File: config.mk
export PLATFORM = sky130hd
export DESIGN_NAME = pfde_walker
export DESIGN_NICKNAME = d
export VERILOG_FILES = /design/src/hdl/pfde_pkg.sv /design/src/hdl/pfde_walker.sv
export SDC_FILE = /design/constraint.sdc
export NUM_CORES = 1
export LEC_CHECK = 0
export BUFFER_PORTS_ARGS = -buffer_cell sky130_fd_sc_hd__buf_4
export CAP_MARGIN = 25
export CORE_MARGIN = 5
export CORE_UTILIZATION = 64
export CTS_CLUSTER_DIAMETER = 80
export CTS_CLUSTER_SIZE = 20
export DETAILED_ROUTE_END_ITERATION = 6
export PLACE_DENSITY = 0.8
export SYNTH_ARGS = -nofsm -noshare
export SYNTH_HDL_FRONTEND = slang
export SYNTH_SLANG_ARGS = --single-unit
File: constraint.sdc
create_clock -name clk_i -period 8.5 [get_ports clk_i]
set_input_delay 1.275 -clock clk_i [delete_from_list [all_inputs] [get_ports clk_i]]
set_output_delay 1.275 -clock clk_i [all_outputs]
set_load 0.03 [all_outputs]
File: src/hdl/pfde_pkg.sv
// ----------------------------------------------------------------------------
// pfde_pkg
// Shared constants, command codes and item types of the draw engine.
// ----------------------------------------------------------------------------
`default_nettype none

package pfde_pkg;

  localparam int SCREEN_WIDTH  = 96;
  localparam int SCREEN_HEIGHT = 65;
  localparam int PAGE_COUNT    = (SCREEN_HEIGHT + 7) / 8;
  localparam int STORE_BYTES   = SCREEN_WIDTH * PAGE_COUNT;
  localparam int ADDR_W        = $clog2(STORE_BYTES);

  localparam logic [2:0] CMD_PIXEL       = 3'd0;
  localparam logic [2:0] CMD_OUTLINE     = 3'd1;
  localparam logic [2:0] CMD_FILL_RECT   = 3'd2;
  localparam logic [2:0] CMD_FILL_SCREEN = 3'd3;
  localparam logic [2:0] CMD_READ        = 3'd4;

  localparam logic [7:0] BYTE_ONES  = 8'hFF;
  localparam logic [7:0] BYTE_ZEROS = 8'h00;

  typedef struct packed {
    logic [2:0]         cmd;
    logic signed [15:0] x_pos;
    logic signed [15:0] y_pos;
    logic signed [15:0] rect_width;
    logic signed [15:0] rect_height;
    logic               color;
  } in_item_t;

  typedef struct packed {
    logic [7:0] scan_byte;
    logic       last_of_frame;
  } out_item_t;

  // One byte operation from the sequencer to the read-modify-write unit.
  typedef struct packed {
    logic [ADDR_W-1:0] addr;
    logic [7:0]        mask;
    logic              color;
    logic              rd;
    logic              last;
  } byte_op_t;

  typedef struct packed {
    logic      valid;
    out_item_t item;
  } rd_result_t;

endpackage

`default_nettype wire

File: src/hdl/pfde_walker.sv
// ----------------------------------------------------------------------------
// pfde_walker
// Command sequencer: turns one command into a stream of byte operations.
// ----------------------------------------------------------------------------
`default_nettype none

module pfde_walker (
  input  wire logic                 clk_i,
  input  wire logic                 rst_ni,
  input  wire logic                 cmd_valid_i,
  input  wire pfde_pkg::in_item_t   cmd_i,
  output logic                      idle_o,
  output logic                      op_valid_o,
  output pfde_pkg::byte_op_t        op_o,
  input  wire logic                 op_ready_i
);

  localparam int MAX_DIM = (pfde_pkg::SCREEN_WIDTH > pfde_pkg::SCREEN_HEIGHT) ?
                           pfde_pkg::SCREEN_WIDTH : pfde_pkg::SCREEN_HEIGHT;
  localparam int CRD_W   = $clog2(MAX_DIM + 1);
  localparam int EXT_W   = 18;
  localparam int PAGE_W  = (pfde_pkg::PAGE_COUNT > 1) ? $clog2(pfde_pkg::PAGE_COUNT) : 1;
  localparam int ADDR_W  = pfde_pkg::ADDR_W;

  localparam logic [2:0] ST_IDLE  = 3'd0;
  localparam logic [2:0] ST_FILL  = 3'd1;
  localparam logic [2:0] ST_SETUP = 3'd2;
  localparam logic [2:0] ST_PREP  = 3'd3;
  localparam logic [2:0] ST_WALK  = 3'd4;
  localparam logic [2:0] ST_READ  = 3'd5;

  // Outline edges, drawn in this order.
  localparam logic [1:0] SUB_TOP    = 2'd0;
  localparam logic [1:0] SUB_BOTTOM = 2'd1;
  localparam logic [1:0] SUB_LEFT   = 2'd2;
  localparam logic [1:0] SUB_RIGHT  = 2'd3;

  localparam logic [ADDR_W-1:0]       LAST_ADDR = ADDR_W'(pfde_pkg::STORE_BYTES - 1);
  localparam logic [ADDR_W-1:0]       ROW_STEP  = ADDR_W'(pfde_pkg::SCREEN_WIDTH);
  localparam logic [CRD_W-1:0]        LIM_X     = CRD_W'(pfde_pkg::SCREEN_WIDTH);
  localparam logic [CRD_W-1:0]        LIM_Y     = CRD_W'(pfde_pkg::SCREEN_HEIGHT);
  localparam logic signed [EXT_W-1:0] ONE_S     = EXT_W'(1);

  function automatic logic [CRD_W-1:0] clamp_crd(input logic signed [EXT_W-1:0] v,
                                                 input logic [CRD_W-1:0] lim);
    logic signed [EXT_W-1:0] lim_s;
    logic [CRD_W-1:0]        res;
    lim_s = $signed(EXT_W'(lim));
    if (v[EXT_W-1]) begin
      res = '0;
    end else if (v > lim_s) begin
      res = lim;
    end else begin
      res = v[CRD_W-1:0];
    end
    return res;
  endfunction

  logic [2:0]              state_q, state_d;
  logic                    color_q, color_d;
  logic                    outline_q, outline_d;
  logic [1:0]              sub_q, sub_d;
  logic [ADDR_W-1:0]       addr_q, addr_d;
  logic [ADDR_W-1:0]       row_q, row_d;
  logic [ADDR_W-1:0]       scan_q, scan_d;
  logic [CRD_W-1:0]        col_q, col_d;
  logic [CRD_W-1:0]        col_lo_q, col_lo_d;
  logic [CRD_W-1:0]        col_end_q, col_end_d;
  logic [PAGE_W-1:0]       page_q, page_d;
  logic [PAGE_W-1:0]       page_end_q, page_end_d;
  logic [2:0]              lo_q, lo_d;
  logic [2:0]              hi_q, hi_d;

  logic signed [EXT_W-1:0] x_q, y_q, xw_q, yh_q;
  logic [CRD_W-1:0]        xa_q, xa_d, xb_q, xb_d, ya_q, ya_d, yb_q, yb_d;

  logic signed [EXT_W-1:0] sx0, sx1, sy0, sy1;
  logic [CRD_W-1:0]        yb_last;
  logic [PAGE_W-1:0]       page_first;
  logic                    sub_done;
  logic [2:0]              hi_cur;
  logic [7:0]              lo_mask, hi_mask;

  // Corners of the current sub-rectangle, end coordinates exclusive.
  always_comb begin
    sx0 = (outline_q && (sub_q == SUB_RIGHT))  ? (xw_q - ONE_S) : x_q;
    sx1 = (outline_q && (sub_q == SUB_LEFT))   ? (x_q + ONE_S)  : xw_q;
    sy0 = (outline_q && (sub_q == SUB_BOTTOM)) ? (yh_q - ONE_S) : y_q;
    sy1 = (outline_q && (sub_q == SUB_TOP))    ? (y_q + ONE_S)  : yh_q;
  end

  assign yb_last    = yb_q - CRD_W'(1);
  assign page_first = PAGE_W'(ya_q >> 3);

  always_comb begin
    state_d    = state_q;
    color_d    = color_q;
    outline_d  = outline_q;
    sub_d      = sub_q;
    addr_d     = addr_q;
    row_d      = row_q;
    scan_d     = scan_q;
    col_d      = col_q;
    col_lo_d   = col_lo_q;
    col_end_d  = col_end_q;
    page_d     = page_q;
    page_end_d = page_end_q;
    lo_d       = lo_q;
    hi_d       = hi_q;
    xa_d       = xa_q;
    xb_d       = xb_q;
    ya_d       = ya_q;
    yb_d       = yb_q;
    sub_done   = 1'b0;

    case (state_q)
      ST_IDLE: begin
        if (cmd_valid_i) begin
          color_d   = cmd_i.color;
          outline_d = (cmd_i.cmd == pfde_pkg::CMD_OUTLINE);
          sub_d     = SUB_TOP;
          case (cmd_i.cmd)
            pfde_pkg::CMD_PIXEL,
            pfde_pkg::CMD_OUTLINE,
            pfde_pkg::CMD_FILL_RECT: begin
              state_d = ST_SETUP;
            end
            pfde_pkg::CMD_FILL_SCREEN: begin
              state_d = ST_FILL;
              addr_d  = '0;
            end
            pfde_pkg::CMD_READ: begin
              state_d = ST_READ;
            end
            default: begin
              state_d = ST_IDLE;
            end
          endcase
        end
      end
      ST_FILL: begin
        if (op_ready_i) begin
          if (addr_q == LAST_ADDR) begin
            state_d = ST_IDLE;
            addr_d  = '0;
          end else begin
            addr_d = addr_q + ADDR_W'(1);
          end
        end
      end
      ST_SETUP: begin
        xa_d    = clamp_crd(sx0, LIM_X);
        xb_d    = clamp_crd(sx1, LIM_X);
        ya_d    = clamp_crd(sy0, LIM_Y);
        yb_d    = clamp_crd(sy1, LIM_Y);
        state_d = ST_PREP;
      end
      ST_PREP: begin
        if ((xa_q >= xb_q) || (ya_q >= yb_q)) begin
          sub_done = 1'b1;
        end else begin
          col_d      = xa_q;
          col_lo_d   = xa_q;
          col_end_d  = xb_q - CRD_W'(1);
          page_d     = page_first;
          page_end_d = PAGE_W'(yb_last >> 3);
          lo_d       = ya_q[2:0];
          hi_d       = yb_last[2:0];
          row_d      = ADDR_W'(page_first * pfde_pkg::SCREEN_WIDTH) + ADDR_W'(xa_q);
          addr_d     = ADDR_W'(page_first * pfde_pkg::SCREEN_WIDTH) + ADDR_W'(xa_q);
          state_d    = ST_WALK;
        end
      end
      ST_WALK: begin
        if (op_ready_i) begin
          if (col_q == col_end_q) begin
            if (page_q == page_end_q) begin
              sub_done = 1'b1;
            end else begin
              page_d = page_q + PAGE_W'(1);
              lo_d   = 3'd0;
              row_d  = row_q + ROW_STEP;
              addr_d = row_q + ROW_STEP;
              col_d  = col_lo_q;
            end
          end else begin
            col_d  = col_q + CRD_W'(1);
            addr_d = addr_q + ADDR_W'(1);
          end
        end
      end
      ST_READ: begin
        if (op_ready_i) begin
          scan_d  = (scan_q == LAST_ADDR) ? '0 : (scan_q + ADDR_W'(1));
          state_d = ST_IDLE;
        end
      end
      default: begin
        state_d = ST_IDLE;
      end
    endcase

    if (sub_done) begin
      if (outline_q && (sub_q != SUB_RIGHT)) begin
        sub_d   = sub_q + 2'd1;
        state_d = ST_SETUP;
      end else begin
        state_d = ST_IDLE;
      end
    end
  end

  // Reset starts a sweep that writes zeros through the whole store.
  always_ff @(posedge clk_i or negedge rst_ni) begin
    if (!rst_ni) begin
      state_q    <= ST_FILL;
      color_q    <= 1'b0;
      outline_q  <= 1'b0;
      sub_q      <= SUB_TOP;
      addr_q     <= '0;
      row_q      <= '0;
      scan_q     <= '0;
      col_q      <= '0;
      col_lo_q   <= '0;
      col_end_q  <= '0;
      page_q     <= '0;
      page_end_q <= '0;
      lo_q       <= 3'd0;
      hi_q       <= 3'd0;
    end else begin
      state_q    <= state_d;
      color_q    <= color_d;
      outline_q  <= outline_d;
      sub_q      <= sub_d;
      addr_q     <= addr_d;
      row_q      <= row_d;
      scan_q     <= scan_d;
      col_q      <= col_d;
      col_lo_q   <= col_lo_d;
      col_end_q  <= col_end_d;
      page_q     <= page_d;
      page_end_q <= page_end_d;
      lo_q       <= lo_d;
      hi_q       <= hi_d;
    end
  end

  always_ff @(posedge clk_i) begin
    if (cmd_valid_i && (state_q == ST_IDLE)) begin
      x_q <= EXT_W'(cmd_i.x_pos);
      y_q <= EXT_W'(cmd_i.y_pos);
      if (cmd_i.cmd == pfde_pkg::CMD_PIXEL) begin
        xw_q <= EXT_W'(cmd_i.x_pos) + ONE_S;
        yh_q <= EXT_W'(cmd_i.y_pos) + ONE_S;
      end else begin
        xw_q <= EXT_W'(cmd_i.x_pos) + EXT_W'(cmd_i.rect_width);
        yh_q <= EXT_W'(cmd_i.y_pos) + EXT_W'(cmd_i.rect_height);
      end
    end
    xa_q <= xa_d;
    xb_q <= xb_d;
    ya_q <= ya_d;
    yb_q <= yb_d;
  end

  // Row mask within the current page: the first page starts at the top row,
  // the last page stops at the bottom row.
  assign hi_cur  = (page_q == page_end_q) ? hi_q : 3'd7;
  assign lo_mask = pfde_pkg::BYTE_ONES << lo_q;
  assign hi_mask = pfde_pkg::BYTE_ONES >> (3'd7 - hi_cur);

  assign idle_o     = (state_q == ST_IDLE);
  assign op_valid_o = (state_q == ST_FILL) || (state_q == ST_WALK) || (state_q == ST_READ);

  always_comb begin
    op_o.addr  = (state_q == ST_READ) ? scan_q : addr_q;
    op_o.mask  = (state_q == ST_WALK) ? (lo_mask & hi_mask) : pfde_pkg::BYTE_ONES;
    op_o.color = color_q;
    op_o.rd    = (state_q == ST_READ);
    op_o.last  = (scan_q == LAST_ADDR);
  end

endmodule

`default_nettype wire

-- After elaboration in Yosys (flattened, before gate mapping)
Cells that the tools add are included.
- output and inout bits: 23
- register bits: 168
- word-level logic and storage cells: 171
- input port bits: 72
- bitwise gates (word level): 2
- $mul: 1
- equal/unequal tests: 31
- $add $sub $neg: 18
- mux-type cells: 59
- reductions and logical operators: 26
- magnitude comparators: 6
- shift operators: 2
- operators by type and width (operator ; count):
    $mux 10 ; 12
    $mux 18 ; 6
    $gt 18x8->1 const B ; 4
    $add 16x2->17 const B ; 4
    $mux 7 ; 8
    $pmux 10 s4 ; 1
    $sub 18x2->18 const B ; 2
    $add 16x16->17 ; 2
    $mux 3 ; 11
    $add 10x1->10 const B ; 2
    $eq 10x10->1 const B ; 2
    $pmux 10 s2 ; 1
    $pmux 3 s6 ; 1
    $mux 4 ; 4
    $ne 2x2->1 const B ; 8
    $ge 7x7->1 ; 2
    $pmux 7 s2 ; 1
    $sub 7x1->7 const B ; 2
    $eq 3x2->1 const B ; 4
    $ne 3x3->1 const B ; 4
    $add 10x7->10 ; 1
    $add 10x7->10 const B ; 1
    $mux 2 ; 5
    $eq 3x3->1 const B ; 3
    36 further kinds ; 54

-- Logic depth before layout (Yosys ltp)
Gate-level depths: netlist of run 1.
- depth in word-level cells: 7
- depth in mapped cells: 12
- mapped depth without buffers: 11

-- Worst setup path after synthesis of run 1
OpenSTA, ideal clock, no wires.
- path type: input to register
- from: input cmd_i[67] in the netlist's numbering
- to: register xw_q[16], data pin
- slack: 4731 ps
- library setup time: 265 ps
- path buffers: 1
- stages: 12
- arrival: 3505 ps
- required time: 8235 ps
- cell sequence: nor3_1 > clkbuf_1 > or2_2 > ha_1 > inv_1 > fa_1 > nor2b_1 > o31ai_1 > a21oi_1 > a41oi_1 > a21oi_1 > o22ai_1
- cells in the longest elaborated chain, start to end: 2
- ends and longest elaborated chain (item ; line ; RTL):
    start, declared ; pfde_walker.sv:11 ; input wire pfde_pkg::in_item_t cmd_i,
    $logic_not 3->1 ; pfde_walker.sv:252 ; if (cmd_i.cmd == pfde_pkg::CMD_PIXEL) begin
    $mux 18 ; pfde_walker.sv:252 ;
    end signal, assigned ; pfde_walker.sv:253 ; xw_q <= EXT_W'(cmd_i.x_pos) + ONE_S;
    end signal, assigned ; pfde_walker.sv:256 ; xw_q <= EXT_W'(cmd_i.x_pos) + EXT_W'(cmd_i.rect_width);
    end, declared ; pfde_walker.sv:74 ; logic signed [EXT_W-1:0] x_q, y_q, xw_q, yh_q;
No other way between the ends.
A chain may end at the register's enable or synchronous reset.

-- Final worst setup path of run 1
- from: input cmd_i[67] in the netlist's numbering
- to: register xw_q[15], data pin
The elaborated chain is that of the path after synthesis.

==> results_dict.tcl, run 1 <==
set metrics [dict create \
    status "complete, no violations" \
    fillCellCount 1284 \
    skew_ns 0.009027 \
    grt_pass1_wl_mm 44.44 \
    drive_above_1_share_pct 13.97 \
    antenna_found_initial 0 \
    critPathMaxStageDelay_ns 0.57 \
    max_freq_mhz 260.4 \
    htreeDepth 4 \
    clkPwrFrac_pct 20.9 \
    yosys_warnings 0 \
    drv_slew 0 \
    p_total_mw 3.658 \
    cts-buffers-inserted 17 \
    setup_tns_ns 0 \
    end_kind "flop" \
    critical_path.top_delay_family "compound AO/OA/AOI/OAI gates" \
    yosys_register_bits 166 \
    clock_latency_ns 0.44 \
    start_util_pct 64.56 \
    fin_crit_ns 3.841 \
    cp_common_cell "buf_4" \
    gr-total-overflow 0 \
    min_path_type "reg -> reg" \
    cp.arrival_ns 4.03 \
    synth_largest_area_cell "edfxtp_1" \
    yosysTopAreaCellShare_pct 24.51 \
    power.internal_mw 2.206 \
    fin_util_pct 72.68 \
    grt.total_usage_pct 26.32 \
    cts_root_buf "clkbuf_16" \
    p_leak_nw 5.142 \
    areaGrowthSynthToFinish_pct 12.58 \
    setup_viol 0 \
    powerDensity_nw_per_um2 282.1 \
    drtIter0Drc 728 \
    grt_max_degree 73 \
    vdd_ir_drop_max_mv 0.1680 \
    cp_cell_sequence "buf_4 > nor3_2 > buf_4 > nand2b_1 > inv_1 > ha_1 > a211oi_1 > o21ai_0 > a2111oi_0 > o31ai_1 > a21oi_1 > xnor2_1" \
    clock_path_buffers 2 \
    worst_setup_path_start_kind "input port" \
    ys.flop_type "edfxtp_1" \
    std_cell_rows 49 \
    dp_hpwl_mm 19.58 \
    hold_buffers 0 \
    synth_area_um2 11520 \
    post_drt_wl_per_cell_um 17.39 \
    synth_cell_types 82 \
    postCtsResizedCells 0 \
    core_um2 17840 \
    nets 1439 \
    first_pass_iters 6 \
    finalCritPeriodShare_pct 45.18 \
    power_frac_seq_pct 39.7 \
    switchingPower_mw 1.452 \
    cts_tree "yes" \
    ys_seq_area_share_pct 40.16 \
    path_buf_inv 3 \
    grt_pass1_vias 9249 \
    async_reset_ff_share_pct 43.37 \
    maxCapViolCount 0 \
    die_h_um 144.2 \
    cp_slowest_cell "a2111oi_0" \
    antenna_left 0 \
    drc 0 \
    hold_violations 0 \
    diodes 0 \
    cp_max_fo 32 \
    power_frac_comb_pct 39.4 \
    routed_wl_mm 26.76 \
    place.gp.congestion 0.9677 \
    die_w_um 144.2 \
    p_sw_share_pct 39.70 \
    die-area_um2 20780 \
    yosysMostFrequentCell "nand2_1" \
    synth_fp_nets 1368 \
    via_per_inst 6.368 \
    critPathKind "in -> reg" \
    io_pins 95 \
    port_buffers 94 \
    design_area_um2 12970 \
    vias 9801 \
    rsz0062_at_grt "false" \
    synthTopCellsByCount "97 x nand2_1, 94 x edfxtp_1, 80 x o21ai_0, 73 x nor2_1, 71 x dfrtp_1" \
    placed_area_um2 12390 \
    avgSynthCellArea_um2 9.394 \
    post-cts-setup-buffer-count 0 \
    relSlewSlack_pct 39.36 \
    tightest_slew_ns 0.9095 \
    syn_inst 1226 \
    clk_pin_slew_ns 0.07 \
    required_ns 8.69 \
    cts_num_sinks 166 \
    synthTopCellsByArea "edfxtp_1 25%, dfrtp_1 15%, ha_1 7.2%" \
    synth_edf_count 94 \
]
## cells by family (layout without fill, tap and decap cells)
kind of cell,count (synthesis),in the layout,synth area share (%)
flops,166,166,40.16
compound gates,321,321,18.79
fa+ha+maj,70,70,7.865
xor+xnor,72,72,5.475
simple gates,447,447,20.49
buf+inv,115,199,3.911
mux,35,35,3.303
## per-layer routing
| metal | up-vias | track usage [%] | part of all wire, % | wire length [µm] |
|---|---|---|---|---|
| met5 | - | 0 | 0 | 0 |
| met4 | 0 | 8.149 | 2.1 | 554 |
| met3 | 49 | 4.993 | 6.0 | 1593 |
| met2 | 387 | 43.63 | 48 | 12820 |
| met1 | 4618 | 35.33 | 44 | 11790 |
| li1 | 4747 | - | - | - |
## power by group through the flow
stage	sequential, mW	clock, mW	combinational [mW]
after floorplan	1.34	0	1.13
after global placement	1.45	0	1.36
final	1.45	0.763	1.44
after detailed placement	1.46	0	1.43
after global routing	1.49	0.809	1.61
after CTS	1.44	0.772	1.44
## final timing paths
kind,from,end,slack (ns),cells after the start
hold / removal,page_end_q[3],page_end_q[3],0.50,2
min in group asynchronous,rst_ni,scan_q[8],0.96,1
hold reg to reg,page_end_q[3],page_end_q[3],0.50,2
setup / recovery,cmd_i[67],xw_q[15],4.66,12
setup reg to reg,xa_q[5],col_q[0],5.14,8
max in group asynchronous,rst_ni,scan_q[9],6.94,1
## worst register-to-register path, stage by stage (launching register included)
cell,delay [ns]
edfxtp_1,0.49
ha_1,0.36
a21o_1,0.17
a211oi_1,0.41
o211a_1,0.24
nand3_1,0.47
buf_4,0.46
a21o_1,0.32
mux2_2,0.32
## state kept, by name (all words and copies together) (netlist names), 4 cells and up
name / cells
yh_q: 17
xb_q: 7
xa_q: 7
col_q: 7
y_q: 16
col_end_q: 7
row_q: 10
page_q: 4
addr_q: 10
col_lo_q: 7
x_q: 16
scan_q: 10
ya_q: 7
yb_q: 7
page_end_q: 4
xw_q: 17
## cell type report
class	count	area [µm²]	area share [%]
inverters	65	244.0	1.882
flip-flops and latches	166	4626	35.67
clock buffers	17	425.4	3.281
repair buffers	102	785.8	6.060
multi-input cells	945	6446	49.72
well taps	229	286.5	2.210
clock inverters	15	152.6	1.177
## cell usage in the layout (no fill, tap or decap), drive strengths merged, types with 17 or more instances in the layout
| cell type | instances |
|---|---|
| nor3 | 49 |
| ha | 66 |
| a21oi | 64 |
| dfrtp | 71 |
| nand3 | 50 |
| edfxtp | 94 |
| o21ai | 81 |
| nand4 | 22 |
| inv | 69 |
| nand2 | 97 |
| xnor2 | 57 |
| nor2 | 73 |
| nor2b | 39 |
| clkbuf | 17 |
| buf | 102 |
| nor4 | 22 |
| mux2 | 24 |
## stage by stage
stage,std cells,hold WS (ns),setup WS (ns)
3_3_place_gp,1505,0.4637,4.367
3_5_place_dp,1507,0.4808,4.238
5_1_grt,1539,0.5328,4.399
6_report,1539,0.5010,4.659
2_1_floorplan,1226,0.4497,4.731
4_1_cts,1539,0.5063,4.692
No activity file was read; power rests on OpenSTA's default activity.
==> run 2, diff against run 1 <==
CORE_UTILIZATION = 55   (was 64)
PLACE_DENSITY = 0.73   (was 0.8)
clock period = 3.4 ns   (was 8.5 ns; I/O delays follow)
==> results_dict.tcl, run 2 (synthesized netlist as in run 1, its figures left out) <==
set metrics [dict create \
    timing.rr.end "row_q[6]" \
    drv_slew 0 \
    clkPwrFrac_pct 22.4 \
    place.gp.congestion 0.9659 \
    core_um2 20820 \
    power_frac_comb_pct 39.1 \
    vias 9701 \
    io_pins 95 \
    min_path_type "in -> async" \
    maxCapViolCount 0 \
    skew_ns 0.01512 \
    placed_area_um2 12570 \
    p_leak_nw 5.245 \
    start_util_pct 55.31 \
    first_pass_iters 5 \
    setup_viol 0 \
    via_per_inst 6.056 \
    vdd_ir_drop_max_mv 0.4007 \
    setup_tns_ns 0 \
    critical_path.top_delay_family "compound AO/OA/AOI/OAI gates" \
    pre_cts_ws_ns 0.03471 \
    drive_above_1_share_pct 15.00 \
    port_buffers 94 \
    critPathKind "in -> reg" \
    path_buf_inv 3 \
    htreeDepth 4 \
    diodes 0 \
    nets 1456 \
    power_frac_seq_pct 38.5 \
    grt_max_degree 73 \
    powerDensity_nw_per_um2 709.6 \
    top_regs "xw_q (17), yh_q (17)" \
    cp.arrival_ns 3.15 \
    grt.total_usage_pct 22.92 \
    clock_path_buffers 2 \
    drc 0 \
    die_w_um 154.7 \
    routed_wl_mm 27.13 \
    dp_hpwl_mm 20.58 \
    grt_pass1_vias 9312 \
    max_freq_mhz 337.8 \
    post-cts-setup-buffer-count 0 \
    end_kind "flop" \
    antenna_left 0 \
    relSlewSlack_pct 38.65 \
    tightest_slew_ns 0.9202 \
    reg2reg_depth 8 \
    required_ns 3.59 \
    antenna_found_initial 0 \
    postCtsResizedCells 0 \
    cts_num_sinks 166 \
    ff2ff_setup_slack_ns 0.52 \
    p_sw_share_pct 38.42 \
    cp_common_cell "buf_4" \
    power.internal_mw 5.773 \
    cts_root_buf "clkbuf_16" \
    clk_pin_slew_ns 0.07 \
    status "complete, no violations" \
    rsz0062_at_grt "false" \
    die-area_um2 23940 \
    clock_latency_ns 0.44 \
    cp_cell_sequence "buf_4 > nor3_2 > buf_4 > buf_4 > nor2b_1 > ha_1 > a211oi_1 > o21ai_0 > a2111oi_0 > o31ai_1 > a21oi_1 > xnor2_1" \
    areaGrowthSynthToFinish_pct 14.70 \
    post_drt_wl_per_cell_um 16.94 \
    design_area_um2 13210 \
    switchingPower_mw 3.602 \
    critPathMaxStageDelay_ns 0.60 \
    fin_crit_ns 2.960 \
    rr_startpoint "xa_q[5]" \
    cts-buffers-inserted 17 \
    setup_slack_ns 0.4395 \
    cp_slowest_cell "a2111oi_0" \
    drtIter0Drc 617 \
    grt_pass1_wl_mm 45.42 \
    die_h_um 154.7 \
    finalCritPeriodShare_pct 87.07 \
    std_cell_rows 53 \
    hold_violations 0 \
    cp_max_fo 15 \
    layout_commonest_cell "buf_4" \
    final_cell_mix "117 x buf_4, 97 x nand2_1, 94 x edfxtp_1" \
    gr-total-overflow 0 \
    worst_setup_path_start_kind "input port" \
    p_total_mw 9.374 \
    hold_buffers 0 \
    cts_tree "yes" \
]
run 2: cell count changes in the layout (fill, tap and decap cells not counted), sizes merged:
cell      previous run  this run
buf                102       119
bufinv               2         5
clkbuf              17        20
clkinv               5         1
clkinvlp             4         5
inv                 69        66
run 2: worst max-delay path by stage:
stage | startpoint | to | slack (ns) | cells after the start
floorplan | cmd_i[67] | xw_q[16] | 0.40 | 12
global placement | cmd_i[67] | xw_q[15] | 0.18 | 12
detailed placement | cmd_i[67] | xw_q[15] | 0.03 | 12
CTS | cmd_i[67] | xw_q[15] | 0.46 | 12
global route | cmd_i[67] | xw_q[15] | 0.27 | 12
finish | cmd_i[67] | xw_q[15] | 0.44 | 12
run 2: final cells by class:
class                      count  area, µm²
fill                        1776       7612
multi-input combinational    945       6446
sequential                   166       4626
timing repair buffer         119      909.6
clock buffer                  20      436.7
tap                          275      344.1
inverter                      65      247.7
clock inverter                12      200.2
run 2: worst reg2reg max path, cell delays in order (launching register included):
cell and delay, ns:
edfxtp_1 0.50, ha_1 0.36, a21o_1 0.16, a211oi_1 0.35, o211ai_1 0.24, o31a_1 0.42, nor2_1 0.38, buf_4 0.22
mux2i_1 0.19
run 2: power groups by stage:
stage                     Clock (mW)  Combinational [mW]  Sequential (mW)
after detailed placement           0                3.66             3.63
after floorplan                    0                2.83             3.35
final                           2.10                3.66             3.61
after global routing            2.22                4.11             3.70
after CTS                       2.13                3.68             3.60
after global placement             0                3.56             3.61
run 2: per-stage QoR:
step	std cells	hold WS, ns	util, %
after detailed placement	1570	0.4713	60.38
final	1602	0.2024	63.44
after CTS	1602	0.2455	63.44
after global routing	1602	0.2455	63.44
after global placement	1569	0.4640	60.33
after floorplan	1226	0.2144	-
run 2: routing by layer:
layer  vias up  part of all wire (%)  GRT usage, %
li1       4781                     -             -
met4         0                   1.8         7.527
met3        39                   4.2         3.050
met2       279                    48         38.39
met5         -                     0             0
met1      4602                    46         30.91
==> run 3, diff against run 2 <==
CORE_UTILIZATION = 64   (was 55)
GPL_ROUTABILITY_DRIVEN = 1   (was unset)
GPL_TIMING_DRIVEN = 0   (was unset)
PLACE_DENSITY = 0.8   (was 0.73)
clock period = 3.55 ns   (was 3.4 ns; I/O delays follow)
==> results_dict.tcl, run 3 (synthesized netlist as in run 1, its figures left out) <==
set metrics [dict create \
    holdWs_ns 0.2170 \
    start_util_pct 64.56 \
    layout_commonest_cell "nand2_1" \
    seq_area_um2 4626 \
    tightest_slew_ns 0.9394 \
    powerDensity_nw_per_um2 687.2 \
    via_per_inst 6.355 \
    antenna_left 0 \
    gr-total-overflow 0 \
    drtIter0Drc 712 \
    place.gp.congestion 0.9498 \
    std_cell_rows 49 \
    route.layer.met1.wl_mm 11.95 \
    grt.total_usage_pct 27.30 \
    min_path_type "in -> async" \
    setup_tns_ns 0 \
    hold_violations 0 \
    cp_common_cell "a21oi_1" \
    vdd_ir_drop_max_mv 0.4284 \
    clock_latency_ns 0.44 \
    path_buf_inv 3 \
    grt_pass1_wl_mm 46.04 \
    cp_slowest_cell "a21oi_1" \
    cts_root_buf "clkbuf_16" \
    rsz0062_at_grt "false" \
    die_w_um 144.2 \
    multi_input_area_um2 6452 \
    areaGrowthSynthToFinish_pct 14.60 \
    setup_slack_ns 0.2635 \
    cts-buffers-inserted 17 \
    skew_ns 0.01096 \
    routed_wl_mm 27.64 \
    critPathKind "in -> reg" \
    ff2ff_setup_slack_ns 0.28 \
    end_kind "flop" \
    hold_buffers 0 \
    grt_pass1_vias 9604 \
    pre_cts_ws_ns -0.5761 \
    cts_tree "yes" \
    critPathMaxStageDelay_ns 0.40 \
    first_pass_iters 5 \
    status "complete, no violations" \
    drc 0 \
    highest_layer "met4" \
    dp_hpwl_mm 20.94 \
    final_cell_mix "97 x nand2_1, 95 x buf_4, 94 x edfxtp_1" \
    clk_pin_slew_ns 0.06 \
    critical_path.top_delay_family "compound AO/OA/AOI/OAI gates" \
    met2_length_mm 13.23 \
    setup_viol 0 \
    grt_max_degree 73 \
    fillCellCount 1322 \
    relSlewSlack_pct 37.38 \
    top_regs "xw_q (17), yh_q (17)" \
    post_drt_wl_per_cell_um 17.47 \
    io_pins 95 \
    drv_slew 0 \
    cts_num_sinks 166 \
    die-area_um2 20780 \
    maxCapViolCount 0 \
    port_buffers 93 \
    vias 10054 \
    max_freq_mhz 304.3 \
    nets 1482 \
    p_leak_nw 5.240 \
    worst_setup_path_start_kind "input port" \
    required_ns 3.73 \
    clock_path_buffers 2 \
    diodes 0 \
    htreeDepth 4 \
    drive_above_1_share_pct 13.75 \
    core_um2 17840 \
    cp.arrival_ns 3.46 \
    finalCritPeriodShare_pct 92.58 \
    cp_cell_sequence "buf_4 > nor3_4 > clkbuf_1 > or2_2 > ha_1 > inv_1 > fa_1 > nor2b_1 > o31ai_1 > a21oi_1 > a41oi_1 > a21oi_1 > o22ai_1" \
    antenna_found_initial 0 \
    wl_met3_mm 1.712 \
    fin_util_pct 73.98 \
    cp_max_fo 10 \
    fin_crit_ns 3.287 \
    die_h_um 144.2 \
]
## run 3: final cells by class
cell class	instances	share of cell area, %
plain buffers	50	1.574
clock buffers	20	3.308
clock inverters	12	1.517
inverters	65	1.849
multi-input cells	945	48.89
flip-flops and latches	166	35.05
well taps	229	2.171
repair buffers	95	5.650
## run 3: worst paths after layout
check,start,end,depth (start not counted)
hold / removal,rst_ni,scan_q[8],1
hold reg to reg,row_q[0],row_q[0],2
max in group asynchronous,rst_ni,col_lo_q[5],1
setup reg to reg,xa_q[5],addr_q[0],8
min in group clk_i,cmd_i[43],y_q[10],1
setup / recovery,cmd_i[67],xw_q[16],13
## run 3: repair_timing
item,4_1_cts,5_1_grt
endpoints found under the setup margin,3,2
buffers inserted,0,0
endpoints found under the hold margin,0,0
resized for setup,1,3
pin swaps,0,0
## run 3: routing by layer
layer	track usage (%)	vias up
met2	44.81	377
met5	0	-
li1	-	4819
met1	36.53	4791
met3	4.101	67
met4	11.19	0
## run 3: stage by stage
stage / power, mW / cell area, µm² / cells
6_report: 9.070 / 13200 / 1582
5_1_grt: 9.632 / 13200 / 1582
4_1_cts: 9.041 / 13190 / 1582
3_5_place_dp: 7.024 / 12550 / 1550
3_3_place_gp: 6.852 / 12500 / 1548
2_1_floorplan: 5.913 / 11520 / 1226
## run 3: power by group
part	leakage, nW	switching, mW	internal, mW
Clock	0.303	0.764	1.25
Combinational	3.13	2.16	1.52
Sequential	1.81	0.610	2.77
## run 3: worst register-to-register path, delay by kind of cell, from the launching register on
| kind | cells | cell delay (ns) |
|---|---|---|
| buffers and inverters | 1 | 0.27 |
| AO/OA/AOI/OAI | 4 | 1.44 |
| multiplexers | 1 | 0.37 |
| flip-flops | 1 | 0.50 |
| AND/OR/NAND/NOR | 1 | 0.22 |
| adder cells (fa/ha/maj) | 1 | 0.37 |
